## config.mk

```make
export PLATFORM = sky130hd
export DESIGN_NAME = websocket_frame_deframer_core
export DESIGN_NICKNAME = d
export VERILOG_FILES = /design/src/hw/rtl/wsd_pkg.sv /design/src/hw/rtl/websocket_frame_deframer_core.sv /design/src/hw/rtl/wsd_step.sv /design/src/hw/rtl/wsd_fifo.sv
export VERILOG_INCLUDE_DIRS = /design/src /design/src/hw/rtl
export SDC_FILE = /design/constraint.sdc
export NUM_CORES = 1
export LEC_CHECK = 0
export ABC_AREA = 0
export BUFFER_PORTS_ARGS = -buffer_cell sky130_fd_sc_hd__buf_2
export CORE_ASPECT_RATIO = 0.75
export CORE_MARGIN = 4
export CORE_UTILIZATION = 45
export DETAILED_ROUTE_END_ITERATION = 10
export SLEW_MARGIN = 40
export SYNTH_ARGS = -nofsm -noshare
export SYNTH_HDL_FRONTEND = slang
export SYNTH_HIERARCHICAL = 1
export SYNTH_SLANG_ARGS = --single-unit
```

## constraint.sdc

```tcl
create_clock -name clk -period 9.5 [get_ports clk]
set_clock_uncertainty 0.1 [all_clocks]
set_input_delay 0.475 -clock clk [delete_from_list [all_inputs] [get_ports clk]]
set_output_delay 0.475 -clock clk [all_outputs]
set_load 0.1 [all_outputs]
```

## src/hw/rtl/websocket_frame_deframer_core_macros.svh

```systemverilog
// Assertion macros used by the deframer top-level RTL file.
`ifndef WEBSOCKET_FRAME_DEFRAMER_CORE_MACROS_SVH
`define WEBSOCKET_FRAME_DEFRAMER_CORE_MACROS_SVH

`ifndef SYNTHESIS

// Check that a condition holds at every rising clock edge outside reset.
`define WSD_ASSERT(lbl, clk, rst_n, cond, msg) \
    lbl: assert property (@(posedge clk) disable iff (!rst_n) (cond)) else $error(msg);

// Check that a consequence holds in the cycle after its trigger.
`define WSD_ASSERT_NEXT(lbl, clk, rst_n, trig, cons, msg) \
    lbl: assert property (@(posedge clk) disable iff (!rst_n) (trig) |=> (cons)) \
        else $error(msg);

`else

`define WSD_ASSERT(lbl, clk, rst_n, cond, msg)
`define WSD_ASSERT_NEXT(lbl, clk, rst_n, trig, cons, msg)

`endif

`endif

```

## src/hw/rtl/wsd_pkg.sv

```systemverilog
// Types and constants of the WebSocket frame deframer.
package wsd_pkg;

    // Parser phases
    localparam logic [2:0] PH_HDR0 = 3'd0;
    localparam logic [2:0] PH_HDR1 = 3'd1;
    localparam logic [2:0] PH_EXT  = 3'd2;
    localparam logic [2:0] PH_MASK = 3'd3;
    localparam logic [2:0] PH_PAY  = 3'd4;

    // Frame opcodes
    localparam logic [3:0] OP_CONT       = 4'h0;
    localparam logic [3:0] OP_TEXT       = 4'h1;
    localparam logic [3:0] OP_BIN        = 4'h2;
    localparam logic [3:0] OP_CONN_CLOSE = 4'h8;
    localparam logic [3:0] OP_PING       = 4'h9;

    // Result kinds
    localparam logic [2:0] KIND_MSG_BYTE   = 3'd0;
    localparam logic [2:0] KIND_MSG_EMPTY  = 3'd1;
    localparam logic [2:0] KIND_PONG_BYTE  = 3'd2;
    localparam logic [2:0] KIND_PONG_EMPTY = 3'd3;
    localparam logic [2:0] KIND_ECHO_BYTE  = 3'd4;
    localparam logic [2:0] KIND_CLOSE_EVT  = 3'd5;
    localparam logic [2:0] KIND_ERROR      = 3'd6;

    // Header length codes
    localparam logic [6:0] LEN_EXT16 = 7'd126;
    localparam logic [6:0] LEN_EXT64 = 7'd127;

    // Close status codes and limits
    localparam logic [15:0] CLOSE_NO_STATUS = 16'd1005;
    localparam logic [15:0] CLOSE_ABNORMAL  = 16'd1006;
    localparam logic [6:0]  ECHO_MAX        = 7'd125;

    // Configuration register indexes and reset values
    localparam logic CFG_MAX_PAYLOAD = 1'b0;
    localparam logic CFG_ECHO_LIMIT  = 1'b1;
    localparam logic [31:0] MAX_PAYLOAD_RST = 32'h1000_0000;

    typedef struct packed {
        logic [2:0]  phase;
        logic        fin;
        logic [3:0]  opcode;
        logic        masked;
        logic [63:0] length;
        logic [3:0]  hdr_count;
        logic [31:0] mask_key;
        logic [31:0] index;
        logic        type_known;
        logic        type_binary;
        logic [15:0] close_code;
        logic        closed;
        logic        error;
    } parse_state_t;

    typedef struct packed {
        logic [2:0]  kind;
        logic [7:0]  data;
        logic        payload_end;
        logic        msg_binary;
        logic [15:0] close_code;
        logic        run_last;
    } result_t;

    typedef struct packed {
        logic [1:0]   count;
        result_t      res0;
        result_t      res1;
        parse_state_t state;
    } step_out_t;

endpackage

```

## src/hw/rtl/websocket_frame_deframer_core.sv

```systemverilog
// Top level of the WebSocket receive-side frame deframer.
//
// The block parses a received WebSocket byte stream, one byte per input item,
// and emits unmasked message, pong-echo and close-echo bytes plus end marks,
// close events and an error result. Each accepted item is parsed in the same
// cycle against the registered parser state; its zero, one or two results are
// pushed into a small output queue (OUT_DEPTH entries), so a new byte can be
// taken in every cycle while earlier results still wait downstream. An input
// item is taken whenever the queue has room for two results. Throughput is one
// byte per cycle, set by the single-result-per-cycle output port: only the
// last byte of an echoed close frame produces two results (echo byte, then the
// close event). Input tuser[0] marks a link-down event, whose byte is ignored.
// After a close event the block stays closed until reset; after an oversized
// length it drops all bytes but still reports link loss. No clearing pass is
// needed after reset. Write configuration only while the block is idle.
module websocket_frame_deframer_core
    import wsd_pkg::*;
#(
    parameter int OUT_DEPTH = 4
)
(
    input  logic        clk,
    input  logic        rst_n,

    input  logic        s_axis_tvalid,
    output logic        s_axis_tready,
    input  logic [7:0]  s_axis_tdata,   // [7:0] rx_byte
    input  logic [0:0]  s_axis_tuser,   // [0] link_down

    output logic        m_axis_tvalid,
    input  logic        m_axis_tready,
    output logic [31:0] m_axis_tdata,   // [7:0] out_byte, [8] payload_end,
                                        // [24:9] close_code, [31:25] zero
    output logic [3:0]  m_axis_tuser,   // [2:0] out_kind, [3] msg_binary
    output logic        m_axis_tlast,   // run_last

    input  logic        cfg_we,
    input  logic [0:0]  cfg_index,
    input  logic [31:0] cfg_data
);

`include "websocket_frame_deframer_core_macros.svh"

    parse_state_t state_reg;
    logic [31:0]  max_payload_reg;
    logic [6:0]   echo_limit_reg;
    step_out_t    step;
    logic         in_accept;
    logic [1:0]   push_count;
    result_t      head;
    logic         room2;

    assign in_accept  = s_axis_tvalid && s_axis_tready;
    assign push_count = in_accept ? step.count : 2'd0;

    // Parse the presented byte against the current state.
    wsd_step u_step (
        .st               (state_reg),
        .max_payload      (max_payload_reg),
        .close_echo_limit (echo_limit_reg),
        .rx_byte          (s_axis_tdata),
        .link_down        (s_axis_tuser[0]),
        .step             (step)
    );

    // Advance the parser state on every accepted item.
    always_ff @(posedge clk or negedge rst_n)
    begin
        if (!rst_n)
        begin
            state_reg <= '0;
        end
        else if (in_accept)
        begin
            state_reg <= step.state;
        end
    end

    // Configuration registers: write-only, no read-back.
    always_ff @(posedge clk or negedge rst_n)
    begin
        if (!rst_n)
        begin
            max_payload_reg <= MAX_PAYLOAD_RST;
            echo_limit_reg  <= ECHO_MAX;
        end
        else if (cfg_we)
        begin
            case (cfg_index)
                CFG_MAX_PAYLOAD: max_payload_reg <= cfg_data;
                CFG_ECHO_LIMIT:  echo_limit_reg  <= cfg_data[6:0];
                default:         ;
            endcase
        end
    end

    // Hold results until the downstream side takes them.
    wsd_fifo #(
        .DEPTH (OUT_DEPTH)
    ) u_fifo (
        .clk        (clk),
        .rst_n      (rst_n),
        .push_count (push_count),
        .push0      (step.res0),
        .push1      (step.res1),
        .pop        (m_axis_tready),
        .head       (head),
        .not_empty  (m_axis_tvalid),
        .room2      (room2)
    );

    assign s_axis_tready = room2;
    assign m_axis_tdata  = {7'd0, head.close_code, head.payload_end, head.data};
    assign m_axis_tuser  = {head.msg_binary, head.kind};
    assign m_axis_tlast  = head.run_last;

    `WSD_ASSERT(a_closed_silent, clk, rst_n,
        !(in_accept && state_reg.closed && step.count != 2'd0),
        "closed block produced a result")
    `WSD_ASSERT_NEXT(a_closed_sticky, clk, rst_n, state_reg.closed, state_reg.closed,
        "closed flag cleared without reset")
    `WSD_ASSERT_NEXT(a_error_sticky, clk, rst_n, state_reg.error, state_reg.error,
        "error flag cleared without reset")
    `WSD_ASSERT(a_pair_is_close, clk, rst_n,
        !(in_accept && step.count == 2'd2) || (step.res0.kind == KIND_ECHO_BYTE &&
        step.res1.kind == KIND_CLOSE_EVT),
        "two results from one byte other than echo plus close event")

endmodule

```

## src/hw/rtl/wsd_step.sv

```systemverilog
// Per-byte parse step: next parser state and up to two results.
module wsd_step
    import wsd_pkg::*;
(
    input  parse_state_t st,
    input  logic [31:0]  max_payload,
    input  logic [6:0]   close_echo_limit,
    input  logic [7:0]   rx_byte,
    input  logic         link_down,
    output step_out_t    step
);

    function automatic result_t mk_res(logic [2:0] kind, logic [7:0] data, logic pend,
                                       logic bin, logic [15:0] code);
        result_t r;
        r.kind        = kind;
        r.data        = data;
        r.payload_end = pend;
        r.msg_binary  = bin;
        r.close_code  = code;
        r.run_last    = 1'b0;
        return r;
    endfunction

    parse_state_t ns;
    result_t      res [2];
    logic [1:0]   cnt;
    logic         do_len;
    logic         do_start;
    logic         do_finish;
    logic         is_data;
    logic [7:0]   key_byte;
    logic [7:0]   b_um;
    logic [31:0]  idx_inc;
    logic         last;
    logic [6:0]   lim;
    logic [6:0]   echo_len;

    assign is_data = (st.opcode inside {OP_CONT, OP_TEXT, OP_BIN});

    always_comb
    begin
        ns        = st;
        cnt       = 2'd0;
        res[0]    = '0;
        res[1]    = '0;
        do_len    = 1'b0;
        do_start  = 1'b0;
        do_finish = 1'b0;
        idx_inc   = st.index + 32'd1;
        key_byte  = 8'(st.mask_key >> (5'd24 - {st.index[1:0], 3'b000}));
        b_um      = st.masked ? (rx_byte ^ key_byte) : rx_byte;
        last      = (idx_inc == st.length[31:0]);
        lim       = (close_echo_limit > ECHO_MAX) ? ECHO_MAX : close_echo_limit;
        echo_len  = (st.length < 64'(lim)) ? st.length[6:0] : lim;

        if (!st.closed)
        begin
            if (link_down)
            begin
                ns.closed = 1'b1;
                res[0]    = mk_res(KIND_CLOSE_EVT, 8'd0, 1'b0, 1'b0, CLOSE_ABNORMAL);
                cnt       = 2'd1;
            end
            else if (!st.error)
            begin
                case (st.phase)
                    PH_HDR0:
                    begin
                        ns.fin    = rx_byte[7];
                        ns.opcode = rx_byte[3:0];
                        ns.phase  = PH_HDR1;
                    end
                    PH_HDR1:
                    begin
                        ns.masked    = rx_byte[7];
                        ns.length    = {57'd0, rx_byte[6:0]};
                        ns.hdr_count = 4'd0;
                        if (rx_byte[6:0] == LEN_EXT16 || rx_byte[6:0] == LEN_EXT64)
                        begin
                            ns.hdr_count = (rx_byte[6:0] == LEN_EXT16) ? 4'd2 : 4'd8;
                            ns.length    = 64'd0;
                            ns.phase     = PH_EXT;
                        end
                        else
                        begin
                            do_len = 1'b1;
                        end
                    end
                    PH_EXT:
                    begin
                        ns.length    = {st.length[55:0], rx_byte};
                        ns.hdr_count = st.hdr_count - 4'd1;
                        do_len       = (ns.hdr_count == 4'd0);
                    end
                    PH_MASK:
                    begin
                        ns.mask_key  = {st.mask_key[23:0], rx_byte};
                        ns.hdr_count = st.hdr_count + 4'd1;
                        do_start     = (ns.hdr_count >= 4'd4);
                    end
                    PH_PAY:
                    begin
                        if (is_data)
                        begin
                            res[0] = mk_res(KIND_MSG_BYTE, b_um, last && st.fin,
                                            st.type_binary, 16'd0);
                            cnt    = 2'd1;
                        end
                        else if (st.opcode == OP_PING)
                        begin
                            res[0] = mk_res(KIND_PONG_BYTE, b_um, last, 1'b0, 16'd0);
                            cnt    = 2'd1;
                        end
                        else if (st.opcode == OP_CONN_CLOSE)
                        begin
                            // first two payload bytes carry the status, big-endian
                            if (st.index == 32'd0)
                            begin
                                ns.close_code = {b_um, 8'd0};
                            end
                            else if (st.index == 32'd1)
                            begin
                                ns.close_code = {st.close_code[15:8], b_um};
                            end
                            if (st.index < 32'(echo_len))
                            begin
                                res[0] = mk_res(KIND_ECHO_BYTE, b_um,
                                                idx_inc == 32'(echo_len), 1'b0, 16'd0);
                                cnt    = 2'd1;
                            end
                        end
                        ns.index  = idx_inc;
                        do_finish = last;
                    end
                    default:
                    begin
                        ns.phase = PH_HDR0;
                    end
                endcase
            end
        end

        if (do_len)
        begin
            if (ns.length > {32'd0, max_payload})
            begin
                ns.error = 1'b1;
                ns.phase = PH_HDR0;
                res[0]   = mk_res(KIND_ERROR, 8'd0, 1'b0, 1'b0, 16'd0);
                cnt      = 2'd1;
            end
            else if (ns.masked)
            begin
                ns.hdr_count = 4'd0;
                ns.phase     = PH_MASK;
            end
            else
            begin
                do_start = 1'b1;
            end
        end

        if (do_start)
        begin
            ns.index = 32'd0;
            if ((st.opcode == OP_TEXT || st.opcode == OP_BIN) && !st.type_known)
            begin
                ns.type_known  = 1'b1;
                ns.type_binary = (st.opcode == OP_BIN);
            end
            if (ns.length == 64'd0)
            begin
                do_finish = 1'b1;
            end
            else
            begin
                ns.phase = PH_PAY;
            end
        end

        if (do_finish)
        begin
            if (is_data)
            begin
                if (st.fin)
                begin
                    if (ns.length == 64'd0)
                    begin
                        res[cnt[0]] = mk_res(KIND_MSG_EMPTY, 8'd0, 1'b1, ns.type_binary,
                                             16'd0);
                        cnt         = cnt + 2'd1;
                    end
                    ns.type_known = 1'b0;
                end
            end
            else if (st.opcode == OP_PING)
            begin
                if (ns.length == 64'd0)
                begin
                    res[cnt[0]] = mk_res(KIND_PONG_EMPTY, 8'd0, 1'b1, 1'b0, 16'd0);
                    cnt         = cnt + 2'd1;
                end
            end
            else if (st.opcode == OP_CONN_CLOSE)
            begin
                res[cnt[0]] = mk_res(KIND_CLOSE_EVT, 8'd0, 1'b0, 1'b0,
                                     (ns.length >= 64'd2) ? ns.close_code : CLOSE_NO_STATUS);
                cnt         = cnt + 2'd1;
                ns.closed   = 1'b1;
            end
            ns.phase = PH_HDR0;
        end

        if (cnt != 2'd0)
        begin
            res[1'(cnt - 2'd1)].run_last = 1'b1;
        end
    end

    assign step.count = cnt;
    assign step.res0  = res[0];
    assign step.res1  = res[1];
    assign step.state = ns;

endmodule

```

## src/hw/rtl/wsd_fifo.sv

```systemverilog
// Result queue: takes up to two results per cycle, delivers one.
module wsd_fifo
    import wsd_pkg::*;
#(
    parameter int DEPTH = 4
)
(
    input  logic       clk,
    input  logic       rst_n,
    input  logic [1:0] push_count,
    input  result_t    push0,
    input  result_t    push1,
    input  logic       pop,
    output result_t    head,
    output logic       not_empty,
    output logic       room2
);

    localparam int AW = (DEPTH > 1) ? $clog2(DEPTH) : 1;
    localparam int CW = $clog2(DEPTH + 1);

    function automatic logic [AW-1:0] ptr_inc(logic [AW-1:0] p);
        return (p == AW'(DEPTH - 1)) ? '0 : p + AW'(1);
    endfunction

    result_t        mem_reg [DEPTH];
    logic [AW-1:0]  wr_ptr_reg;
    logic [AW-1:0]  wr_ptr_next;
    logic [AW-1:0]  wr_ptr_plus1;
    logic [AW-1:0]  rd_ptr_reg;
    logic [CW-1:0]  count_reg;
    logic [CW-1:0]  count_next;
    logic           do_pop;

    assign do_pop       = pop && not_empty;
    assign wr_ptr_plus1 = ptr_inc(wr_ptr_reg);
    assign wr_ptr_next  = (push_count == 2'd2) ? ptr_inc(wr_ptr_plus1) :
                          (push_count == 2'd1) ? wr_ptr_plus1 : wr_ptr_reg;
    assign count_next   = count_reg + CW'(push_count) - CW'(do_pop);

    always_ff @(posedge clk or negedge rst_n)
    begin
        if (!rst_n)
        begin
            wr_ptr_reg <= '0;
            rd_ptr_reg <= '0;
            count_reg  <= '0;
        end
        else
        begin
            wr_ptr_reg <= wr_ptr_next;
            count_reg  <= count_next;
            if (do_pop)
            begin
                rd_ptr_reg <= ptr_inc(rd_ptr_reg);
            end
        end
    end

    always_ff @(posedge clk)
    begin
        if (push_count != 2'd0)
        begin
            mem_reg[wr_ptr_reg] <= push0;
        end
        if (push_count == 2'd2)
        begin
            mem_reg[wr_ptr_plus1] <= push1;
        end
    end

    assign head      = mem_reg[rd_ptr_reg];
    assign not_empty = (count_reg != '0);
    assign room2     = (count_reg <= CW'(DEPTH - 2));

endmodule

```

After elaboration in Yosys (flattened, before gate mapping)
Memory sizes are Yosys's and may differ from the RTL's.
Cells that the tools add are included.
Widths: inputs -> output; s select.
{"block": "word_totals", "mem_count": 1, "output_inout_bits": 39, "register_bits": 207, "ramBits": 120}
{"block": "classes", "n_reduce_logical": 27, "n_bitwise": 10, "eq_ne": 21, "shift": 1, "order_cmp": 11, "n_mux": 114, "add_sub_neg": 11}
{"name": "u_fifo.mem_reg", "words": 4, "width": 30, "rd": 1, "rd_ports_with_merged_regs": 0, "wr": 2, "line_no": "wsd_fifo.sv:26", "source": "result_t mem_reg [DEPTH];"}
{"op": "$mux 60", "n": 8}
{"op": "$mux 141", "n": 3}
{"op": "$mux 30", "n": 11}
{"op": "$bwmux 60", "n": 3}
{"op": "$mux 16", "n": 8}
{"op": "$pmux 64 s2", "n": 1}
{"op": "$ge 64x2->1 const B", "n": 1}
{"op": "$gt 64x32->1", "n": 1}
{"op": "$logic_not 64->1", "n": 1}
{"op": "$lt 64x7->1", "n": 1}
{"op": "$mux 32", "n": 2}
{"op": "$demux 30 s1", "n": 2}
{"op": "$and 54x54->54", "n": 1}
{"op": "$not 54->54", "n": 1}
{"op": "$mux 2", "n": 22}
{"op": "$mux 34", "n": 1}
{"op": "$add 32x1->32 const B", "n": 1}
{"op": "$eq 32x1->1 const B", "n": 1}
{"op": "$eq 32x32->1", "n": 1}
{"op": "$eq 32x7->1", "n": 1}
{"op": "$logic_not 32->1", "n": 1}
{"op": "$lt 32x7->1", "n": 1}
{"op": "$mux 1", "n": 32}
{"op": "$shr 32x5->8", "n": 1}
{"op": "47 further kinds", "n": 89}

Depth between registers and ports, before layout
Gate-level depths: netlist of run 1.
{"block": "depth", "word_depth": 28, "ltp_mapped": 28, "depth_no_buf": 27}

Cells and area by module
Netlist of run 1, hierarchy kept.
{"mod": "websocket_frame_deframer_core", "cells_each": 434, "area_per_inst_um2": 7526.0, "instances": 1}
{"mod": "wsd_step", "cells_each": 963, "area_per_inst_um2": 6497.5, "instances": 1}
{"mod": "wsd_fifo", "cells_each": 348, "area_per_inst_um2": 6342.3, "instances": 1}

Worst setup path before layout of run 1
OpenSTA, ideal clock, no wires.
{"block": "synth_path", "kind": "register -> register", "startpoint": "register state_reg[139] (netlist bit)", "endpoint": "memory u_fifo/mem_reg[0][0] (netlist bit) (enable)", "path_stages_with_launch": 24, "period_less_slack_ns": 8.213, "path_slack_ns": 1.287, "arrival_ns": 7.654, "cell_sequence": "dfrtp_1 > nor4_1 > nand4_1 > or4_1 > or4_1 > a21oi_1 > clkbuf_1 > mux2i_1 > ha_1 > o21a_1 > o21ai_0 > a21oi_1 > o21ai_1 > a211oi_1 > inv_1 > ha_1 > mux2i_1 > nor2_1 > mux2i_1 > o21ai_0 > and3_1 > inv_1 > ha_1 > o21ai_0"}
{"item": "from (decl)", "line_no": "websocket_frame_deframer_core.sv:44", "source": "parse_state_t state_reg;"}
{"item": "from (signal assigned)", "line_no": "websocket_frame_deframer_core.sv:75", "source": "state_reg <= step.state;"}
{"item": "to (decl)", "line_no": "wsd_fifo.sv:26"}

==> results of run 1 <==
==> where the power goes <==
part | switching, mW | total (mW) | internal (mW) | leakage, nW
combinational | 1.31 | 1.90 | 0.591 | 5.53
sequential | 0.120 | 1.69 | 1.57 | 3.90
clock | 0.587 | 1.47 | 0.888 | 0.612
total | 2.02 | 5.06 | 3.05 | 10.0
==> metrics by stage <==
| stage | total power [mW] | setup WS, ps |
|---|---|---|
| 4_1_cts | 5.10 | 1910 |
| 3_3_place_gp | 3.59 | 1830 |
| 5_1_grt | 5.32 | 1260 |
| 3_5_place_dp | 3.61 | 1760 |
| 6_report | 5.06 | 1900 |
| 2_1_floorplan | 3.22 | 1290 |
==> cells in the final DEF (no fill, tap or decap), types with 64 or more instances in the layout <==
cell	synthesis	layout
a22o_1	65	65
buf_2	26	77
dfrtp_1	200	199
edfxtp_1	120	120
ha_1	66	66
inv_1	84	84
mux2_1	92	92
mux2_2	270	270
nand2_1	73	73
nor2_1	128	128
xnor2_1	64	64
==> synthesized netlist by cell type, types with 30 or more instances <==
library cell / instances
nand4_1: 30
a22o_1: 65
mux2_2: 270
o21ai_0: 38
mux2_1: 92
nor2_1: 128
a21oi_1: 35
ha_1: 66
nand2_1: 73
edfxtp_1: 120
clkbuf_1: 43
inv_1: 84
mux4_2: 36
xnor2_1: 64
dfrtp_1: 200
==> logic make-up (layout without fill, tap and decap cells) <==
logic type      Yosys count  after routing  synth area share
flops                   327            327             0.432
other cells               2             16          0.000369
simple gates            419            419             0.106
mux                     419            419             0.252
compound gates          220            220            0.0797
fa+ha+maj                67             67            0.0415
xor+xnor                 93             93            0.0400
buf+inv                 198            254            0.0488
==> layout make-up <==
cell class	instances	area (um^2)
multi-input cells	1233	10700
diodes	1	2.50
repair buffers	103	609
fillers	3977	22300
flip-flops and latches	327	8790
clock inverters	11	139
inverters	84	315
well taps	586	733
clock buffers	56	1110
==> timing repair <==
action,in CTS,in global routing
setup buffers,0,0
hold buffers,1,0
endpoints found under the hold margin,69,0
==> worst max-delay path by stage <==
stage                                     startpoint                               to
after floorplan           state_reg[139]$_DFFE_PN0P_   u_fifo/mem_reg[0][0]$_DFFE_PP_
after detailed placement                s_axis_tuser  u_fifo/mem_reg[3][15]$_DFFE_PP_
final                     state_reg[136]$_DFFE_PN0P_  u_fifo/mem_reg[1][10]$_DFFE_PP_
after global routing      state_reg[139]$_DFFE_PN0P_  u_fifo/mem_reg[1][10]$_DFFE_PP_
after global placement                  s_axis_tuser  u_fifo/mem_reg[3][11]$_DFFE_PP_
after CTS                   state_reg[1]$_DFFE_PN0P_   u_fifo/mem_reg[3][8]$_DFFE_PP_
==> worst max-delay path, delay by kind of cell (launching register included) <==
kind                       cells  cell delay (ps)
AOI/OAI and AO/OA              8             1590
adders and majority gates      3              790
buffers and inverters          6             1390
DFF                            1              450
muxes                          3              710
and+or+nand+nor                8             2220
==> layer usage <==
layer | part of all wire | vias up | track usage | wire length (um)
li1 | - | 6549 | - | -
met4 | 0.015 | 2 | 0.0479 | 784
met3 | 0.071 | 52 | 0.0440 | 3710
met1 | 0.50 | 7133 | 0.344 | 26000
met5 | 0.00013 | - | 0 | 7
met2 | 0.41 | 408 | 0.300 | 21400
==> qor.csv, run 1 <==
stage;metric;value;unit
layout;area_growth;10.0;%
cts;post_cts_resized;0;
layout;drive_above_1_share;0.277;
pwr;ir_drop;0.148;mV
global_route;overflow;0;
job;drv_cap;0;
sta;rsz0062_at_grt;no;
critical_path;crit_slowest_cell;or4_1;
floorplanning;initial_utilization;0.456;
yosys;synth-async-reset-ratio;0.633;
yosys;synth_edf_count;120;
yosys;syn_inst;1745;
yosys;ys_seq_area_frac;0.432;
global_route;antenna_found_initial;1;
critical_path;cp_data_required_time;9610;ps
outcome;outcome;finished, final reports clean;
yosys;ys_seq_elements;327;
layout;fin_util;0.501;
cts;clockRootBuffer;clkbuf_16;
yosys;synth_ff_type;dfrtp_1;
critical_path;cpPeakStageDelay;630;ps
floorplanning;core;44700;um^2
global_route;grt_pass1_vias;14000;
critical_path;critPathMaxFanout;31;
cts;cts_buffer_depth;3;
floorplanning;io_pins;86;
hold_path;hold_path_class;primary input to register;
layout;final_nets;1900;
place;place_inst;2332;
critical_path;crit_path_end_kind;register;
floorplanning;num_rows;67;
layout;final_cells;2401;
cts;clk_pin_slew;60;ps
cts;clkLatencyLatePin;550;ps
detailed_routing;first_pass_iters;5;
cts;cts_max_level;2;
critical_path;r2r_cells;28;
critical_path;cp-start-kind;register;
yosys;synth_top_area_cell;dfrtp_1;
yosys;avgSynthCellArea;11.7;um^2
detailed_routing;via_per_inst;5.89;
critical_path;r2r_slack;1900;ps
pwr;p_leak;10.0;nW
place;dpl.hpwl;36600;um
sta;finalCritPeriodShare;0.800;
sta;max_slew.worst_pin.slew;935;ps
sta;final-hold-violation-count;0;
yosys;syn_area;20400;um^2
detailed_routing;routed_wl;52000;um
yosys;yosysUniqueCellTypes;78;
sta;fin_tns_setup;0;ps
global_route;grt_pass1_wl;82600;um
floorplanning;die_area;48800;um^2
layout;largest_reg_flops;161;
detailed_routing;wire_per_inst;21.6;um
place;place_congestion;0.895;
place;placed_area;21100;um^2
sta;setup_violations;0;
layout;stdcell_area;22400;um^2
sta;hold_slack;60.1;ps
floorplanning;die_h;192;um
sta;relSlewSlack;0.371;
detailed_routing;vias;14100;
global_route;grt_usage;0.216;
place;place.port_buffers;78;
hold_path;whs_endpoint;max_payload_reg[19]$_DFFE_PN0P_;
yosys;netlist.area_leader.share;0.246;
critical_path;crit_path_frequent_cell;buf_4;
critical_path;path_class;register to register;
critical_path;cp.arrival;7710;ps
sta;slew_violations;0;
sta;max_freq;132;MHz
hold_path;hold_depth;2;
floorplanning;die_x;254;um
hold_path;min_from;cfg_data[19];
global_route;grt_max_degree;84;
detailed_routing;drc;0;
pwr;power-per-cell-area;226;nW/um^2
cts;clock_sinks;327;
detailed_routing;drt.antenna.violating_nets;0;
yosys;synth-warning-count;6;
critical_path;r2r-start;state_reg[136]$_DFFE_PN0P_;
detailed_routing;drtIter0Drc;1275;
sta;period_needed;7600;ps
cts;cts_made_buffers;37;
yosys;synth_area_leaders;dfrtp_1 25%, edfxtp_1 18%, mux2_2 15%;
cts;cts_tree;built;
critical_path;r2r_end;u_fifo/mem_reg[1][10]$_DFFE_PP_;
Note: power is estimated with default switching activity, not from simulation.
==> inputs of run 2 (changes only) <==
clock period = 6.6 ns   (was 9.5 ns; I/O delays follow)
==> run 2 against run 1 <==
Compared with the run above:
- worst setup slack lost 1700 ps
- highest routed layer unchanged
- flip-flop and latch count is the same
- critical path type unchanged
- via count grew 2.6%
- largest power group unchanged
- clock power grew 41%
- non-clock buffer count grew 79
==> qor.csv, run 2 (same netlist as run 1, synthesis figures left out) <==
stage;metric;value;unit;change
sta;setup_violations;0;;unchanged
pwr;p_leak;10.5;nW;+4.5%
critical_path;r2r_cells;25;;-11%
detailed_routing;drc;0;;unchanged
floorplanning;die_h;192;um;unchanged
pwr;p_comb_frac;0.391;;+0.015
place;dpl.hpwl;36900;um;+0.95%
floorplanning;die_x;254;um;unchanged
cts;cts_tree;built;;
sta;max_freq;157;MHz;+20%
critical_path;crit_path_end_kind;register;;
sta;period_needed;6350;ps;-1240 ps
global_route;grt_usage;0.219;;+0.00279
floorplanning;num_rows;67;;unchanged
detailed_routing;drt.antenna.violating_nets;0;;unchanged
sta;fin_tns_setup;0;ps;unchanged
floorplanning;initial_utilization;0.456;;unchanged
layout;largest_reg_flops;161;;unchanged
pwr;cellInternalPower;4.39;mW;+44%
layout;final_cell_mix;270 x mux2_2, 199 x dfrtp_1, 128 x nor2_1, 120 x edfxtp_1, 92 x mux2_1;;
pwr;finalPower;7.33;mW;+45%
global_route;grt_pass1_wl;84400;um;+2.1%
cts;clock_sinks;327;;unchanged
global_route;grt_max_degree;93;;+11%
cts;clk_pin_slew;60;ps;about the same
hold_path;hold_depth;3;;+1
critical_path;cp-start-kind;register;;
cts;cts_made_buffers;38;;+2.7%
global_route;antenna_found_initial;1;;unchanged
pwr;ir_drop;0.233;mV;+57%
layout;final_common_cell;mux2_2;;
layout;nFillCells;3958;;-0.48%
critical_path;crit_slowest_cell;or4_1;;
sta;relSlewSlack;0.435;;+0.0644
layout;final_nets;1980;;+4.2%
layout;stdcell_area;23400;um^2;+4.2%
critical_path;path_class;register to register;;
outcome;outcome;finished, final reports clean;;
pwr;switching_power;2.94;mW;+46%
sta;finalCritPeriodShare;0.963;;+0.163
place;placed_area;21600;um^2;+2.3%
detailed_routing;drtIter0Drc;1107;;-13%
pwr;pwr-share-clk;0.284;;-0.007
global_route;grt_pass1_vias;14200;;+2.0%
global_route;overflow;0;;unchanged
pwr;power-per-cell-area;314;nW/um^2;+39%
critical_path;cp.arrival;6500;ps;-1210 ps
detailed_routing;vias;14500;;+2.6%
critical_path;cpPeakStageDelay;580;ps;-50 ps
floorplanning;io_pins;86;;unchanged
hold_path;hold_path_class;primary input to register;;
critical_path;cp_data_required_time;6750;ps;-2860 ps
detailed_routing;first_pass_iters;5;;unchanged
cts;cts_max_level;2;;unchanged
pwr;p_sw_frac;0.401;;+0.00253
place;dpl_worst_slack;22.5;ps;-1740 ps
place;place.port_buffers;78;;unchanged
floorplanning;die_area;48800;um^2;unchanged
detailed_routing;wire_per_inst;21.7;um;+0.48%
pwr;p_seq_frac;0.325;;-0.008
floorplanning;core;44700;um^2;unchanged
sta;max_slew.worst_pin.slew;846;ps;-89.7 ps
sta;setup_slack;247;ps;-1660 ps
cts;clkLatencyLatePin;530;ps;-20 ps
place;place_congestion;0.896;;+0.11%
cts;clockRootBuffer;clkbuf_16;;
layout;drive_above_1_share;0.297;;+0.0204
job;drv_cap;0;;unchanged
detailed_routing;via_per_inst;5.84;;-0.78%
cts;cts_buffer_depth;3;;unchanged
sta;final-hold-violation-count;0;;unchanged
layout;area_growth;14.7;%;
detailed_routing;routed_wl;54000;um;+3.9%
critical_path;critPathMaxFanout;8;;-74%
critical_path;crit_path_frequent_cell;ha_1;;
sta;slew_violations;0;;unchanged
-- run 2: changes by cell type in the layout (fill, tap and decap cells not counted), sizes merged --
cell	before	now
diode	1	2
clkinv	5	17
dlygate4sd3	1	33
clkbuf	56	49
buf	102	147
inv	87	86
clkinvlp	0	1
bufinv	3	2
-- run 2: area by class of cell --
| class | count | area, um^2 | share of cell area |
|---|---|---|---|
| Sequential cell | 327 | 8790 | 0.377 |
| Timing Repair Buffer | 182 | 1460 | 0.0627 |
| Clock buffer | 47 | 1060 | 0.0452 |
| Clock inverter | 22 | 161 | 0.00691 |
| Inverter | 84 | 315 | 0.0135 |
| Multi-Input combinational cell | 1233 | 10800 | 0.464 |
| Antenna cell | 2 | 5.00 | 0.000214 |
| Tap cell | 586 | 733 | 0.0314 |
-- run 2: path summary, 6_finish.rpt --
check | slack [ps] | endpoint | start
max | 250 | u_fifo/mem_reg[0][24]$_DFFE_PP_ | state_reg[123]$_DFFE_PN0P_
min | 110 | state_reg[1]$_DFFE_PN0P_ | s_axis_tuser
max reg2reg | 250 | u_fifo/mem_reg[0][24]$_DFFE_PP_ | state_reg[123]$_DFFE_PN0P_
min reg2reg | 380 | max_payload_reg[6]$_DFFE_PN0P_ | max_payload_reg[6]$_DFFE_PN0P_
max in group asynchronous | 4910 | u_fifo/rd_ptr_reg[0]$_DFFE_PN0P_ | rst_n
min in group asynchronous | 310 | max_payload_reg[7]$_DFFE_PN0P_ | rst_n
-- run 2: timing repair --
action	in CTS	in global routing
endpoints found under the hold margin	123	0
pin swaps	0	4
resized for setup	1	18
cloned	0	2
hold buffers	33	0
setup endpoints to repair	12	242
buffers inserted	0	2
-- run 2: routing by layer --
metal / part of all wire / track usage
met5: 0.00024 / 0
met4: 0.017 / 0.0445
met3: 0.056 / 0.0355
met2: 0.42 / 0.316
met1: 0.50 / 0.346
-- run 2: power by group through the flow --
| stage | combinational [mW] | sequential (mW) | clock (mW) |
|---|---|---|---|
| finish | 2.87 | 2.38 | 2.08 |
| global route | 3.07 | 2.40 | 2.21 |
| CTS | 2.85 | 2.38 | 2.13 |
| detailed placement | 2.83 | 2.42 | 0 |
| global placement | 2.79 | 2.41 | 0 |
| floorplan | 2.26 | 2.38 | 0 |
-- run 2: per-stage QoR --
| stage | utilization | cells | hold WS (ps) |
|---|---|---|---|
| 6_report | 0.523 | 2483 | 105 |
| 5_1_grt | 0.523 | 2481 | 103 |
| 4_1_cts | 0.519 | 2477 | 80.9 |
| 3_5_place_dp | 0.484 | 2375 | 303 |
| 3_3_place_gp | 0.483 | 2374 | 298 |
| 2_1_floorplan | - | 1758 | -65.6 |
-- run 2: critical path: cells and delay by family, from the launching register on --
family | cells | cell delay, ps
and+or+nand+nor | 7 | 2170
DFF | 1 | 430
buffers and inverters | 4 | 590
adders and majority gates | 3 | 830
muxes | 3 | 570
AOI/OAI and AO/OA | 8 | 1360
==> inputs of run 3 (changes only) <==
clock period = 5.9 ns   (was 6.6 ns; I/O delays follow)
==> run 3 against run 2 <==
Compared with the run above:
- the run now ends with negative setup slack left
- first-iteration DRC count grew 15%
- register-to-register slack lost 390 ps
- total power grew 16%
- sequential power grew 14%
- critical path depth grew 3
- core utilization grew 3.8 points
- clock-buffer cell count grew 5
- worst setup slack lost 390 ps
- clock power grew 13%
- highest routed layer unchanged
==> qor.csv, run 3 (same netlist as run 1, synthesis figures left out) <==
stage;metric;value;unit;change
critical_path;worst-path-buf-inv;6;;+2
floorplanning;num_rows;67;;unchanged
pwr;p_seq_frac;0.319;;-0.006
hold_path;whs_endpoint;state_reg[1]$_DFFE_PN0P_;;
sta;period_needed;6040;ps;-310 ps
critical_path;r2r_slack;-140;ps;-390 ps
place;place.port_buffers;78;;unchanged
hold_path;hold_depth;3;;unchanged
sta;rsz0062_at_grt;yes;;
floorplanning;io_pins;86;;unchanged
critical_path;crit_path_end_kind;register;;
detailed_routing;drt.antenna.violating_nets;0;;unchanged
pwr;switching_power;3.38;mW;+15%
place;dpl_worst_slack;-411;ps;-434 ps
critical_path;crit_family;simple AND/OR/NAND/NOR gates;;
sta;max_slew.worst_pin.slew;876;ps;+30.2 ps
critical_path;path_class;register to register;;
job;drv_cap;0;;unchanged
global_route;antenna_found_initial;2;;+1
critical_path;r2r_cells;28;;+12%
critical_path;crit_cells;28;;+12%
layout;final_nets;2089;;+5.5%
floorplanning;die_x;254;um;unchanged
sta;setup_violations;156;;+156
layout;diodes;0;;-2
sta;finalCritPeriodShare;1.02;;+0.0617
critical_path;cp_data_required_time;6080;ps;-670 ps
cts;clkLatencyLatePin;540;ps;about the same
detailed_routing;first_pass_iters;5;;unchanged
critical_path;critPathMaxFanout;4;;-4
layout;final_cell_mix;209 x mux2_2, 198 x dfrtp_1, 128 x nor2_1, 124 x buf_4, 120 x edfxtp_1;;
global_route;grt_max_degree;93;;unchanged
detailed_routing;vias;14900;;+2.8%
outcome;violations;negative setup slack;;
global_route;overflow;0;;unchanged
critical_path;cp-start-kind;register;;
layout;drive_above_1_share;0.346;;+0.0485
global_route;grt_pass1_vias;14800;;+4.0%
detailed_routing;routed_wl;56100;um;+4.0%
place;dpl.hpwl;38200;um;+3.5%
pwr;cellInternalPower;5.10;mW;+16%
pwr;p_sw_frac;0.398;;-0.00264
cts;cts_made_buffers;38;;unchanged
sta;relSlewSlack;0.412;;-0.0232
floorplanning;core;44700;um^2;unchanged
sta;slew_violations;0;;unchanged
layout;final_common_cell;mux2_2;;
sta;max_freq;165;MHz;+5.1%
place;place_inst;2451;;+3.2%
cts;clockRootBuffer;clkbuf_16;;
critical_path;cpPeakStageDelay;620;ps;+40 ps
layout;largest_reg_flops;161;;unchanged
global_route;grt_pass1_wl;87000;um;+3.1%
cts;cts_buffer_depth;3;;unchanged
detailed_routing;drc;0;;unchanged
layout;stdcell_area;25000;um^2;+7.3%
pwr;ir_drop;0.260;mV;+12%
place;placed_area;22400;um^2;+3.4%
pwr;pwr-share-clk;0.277;;-0.007
pwr;power-per-cell-area;339;nW/um^2;+8.0%
floorplanning;die_h;192;um;unchanged
detailed_routing;wire_per_inst;21.7;um;-0.38%
critical_path;crit_path_frequent_cell;buf_12;;
floorplanning;die_area;48800;um^2;unchanged
hold_path;min_from;s_axis_tuser;;
pwr;p_comb_frac;0.403;;+0.012
layout;final_cells;2591;;+4.3%
cts;clock_sinks;327;;unchanged
cts;clk_pin_slew;60;ps;about the same
critical_path;crit_slowest_cell;or4_4;;
layout;area_growth;23.0;%;
sta;setup_slack;-143;ps;-390 ps
sta;fin_tns_setup;-9440;ps;-9440 ps
sta;final-hold-violation-count;0;;unchanged
floorplanning;initial_utilization;0.456;;unchanged
cts;cts_max_level;2;;unchanged
detailed_routing;drtIter0Drc;1278;;+15%
critical_path;r2r-start;state_reg[134]$_DFFE_PN0P_;;
critical_path;r2r_end;u_fifo/mem_reg[1][26]$_DFFE_PP_;;
place;place_congestion;0.875;;-2.4%
outcome;outcome;finished, violations left;;
critical_path;crit_start;state_reg[134]$_DFFE_PN0P_;;
cts;cts_tree;built;;
hold_path;hold_path_class;primary input to register;;
global_route;grt_usage;0.227;;+0.00778
detailed_routing;via_per_inst;5.76;;-1.5%
critical_path;cp.arrival;6220;ps;-280 ps
pwr;p_leak;11.5;nW;+9.2%
sta;hold_slack;72.9;ps;-32.6 ps
==> run 3: layout make-up <==
cell class                 instances  area, um^2
sequential                       327        8800
tap                              586         733
inverter                          84         318
fill                            3787       19600
timing repair buffer             291        2700
clock buffer                      52        1050
multi-input combinational       1233       11300
clock inverter                    18         181
==> run 3: tightest hold or removal path: stages <==
cell	delay (ps)
buf_2	140
a211o_1	110
mux2_2	130
==> run 3: worst max-delay path by stage <==
stage / slack [ps] / endpoint
after floorplan: 8 / u_fifo/mem_reg[2][0]$_DFFE_PP_
final: -140 / u_fifo/mem_reg[1][26]$_DFFE_PP_
after global routing: -320 / u_fifo/mem_reg[1][26]$_DFFE_PP_
after global placement: -370 / u_fifo/mem_reg[2][11]$_DFFE_PP_
after detailed placement: -410 / u_fifo/mem_reg[2][12]$_DFFE_PP_
after CTS: -80 / u_fifo/mem_reg[1][4]$_DFFE_PP_
==> run 3: timing repair <==
item | CTS | global route
gates cloned | 7 | 4
hold buffers | 33 | 0
hold endpoints to repair | 142 | 0
setup buffers | 21 | 14
pin swaps | 12 | 11
endpoints found under the setup margin | 244 | 244
gates resized for setup | 56 | 83
==> run 3: through the flow <==
stage,utilization,total power [mW]
5_1_grt,0.561,8.88
3_3_place_gp,0.499,5.91
3_5_place_dp,0.500,5.94
2_1_floorplan,-,5.22
4_1_cts,0.550,8.45
6_report,0.561,8.49
==> run 3: per-layer routing <==
layer  share of wire  wire length (um)  vias up  global-route usage
met5         0.00030                17        -                   0
met4           0.016               884        2              0.0445
met3           0.071              3990       67              0.0506
met2            0.43             24000      464               0.334
met1            0.49             27200     7468               0.344
li1                -                 -     6922                   -
==> run 3: power by group through the flow <==
| stage | clock, mW | sequential (mW) | combinational (mW) |
|---|---|---|---|
| after global routing | 2.51 | 2.73 | 3.64 |
| final | 2.35 | 2.71 | 3.42 |
| after CTS | 2.41 | 2.71 | 3.33 |
| after floorplan | 0 | 2.66 | 2.55 |
| after detailed placement | 0 | 2.75 | 3.20 |
| after global placement | 0 | 2.74 | 3.17 |
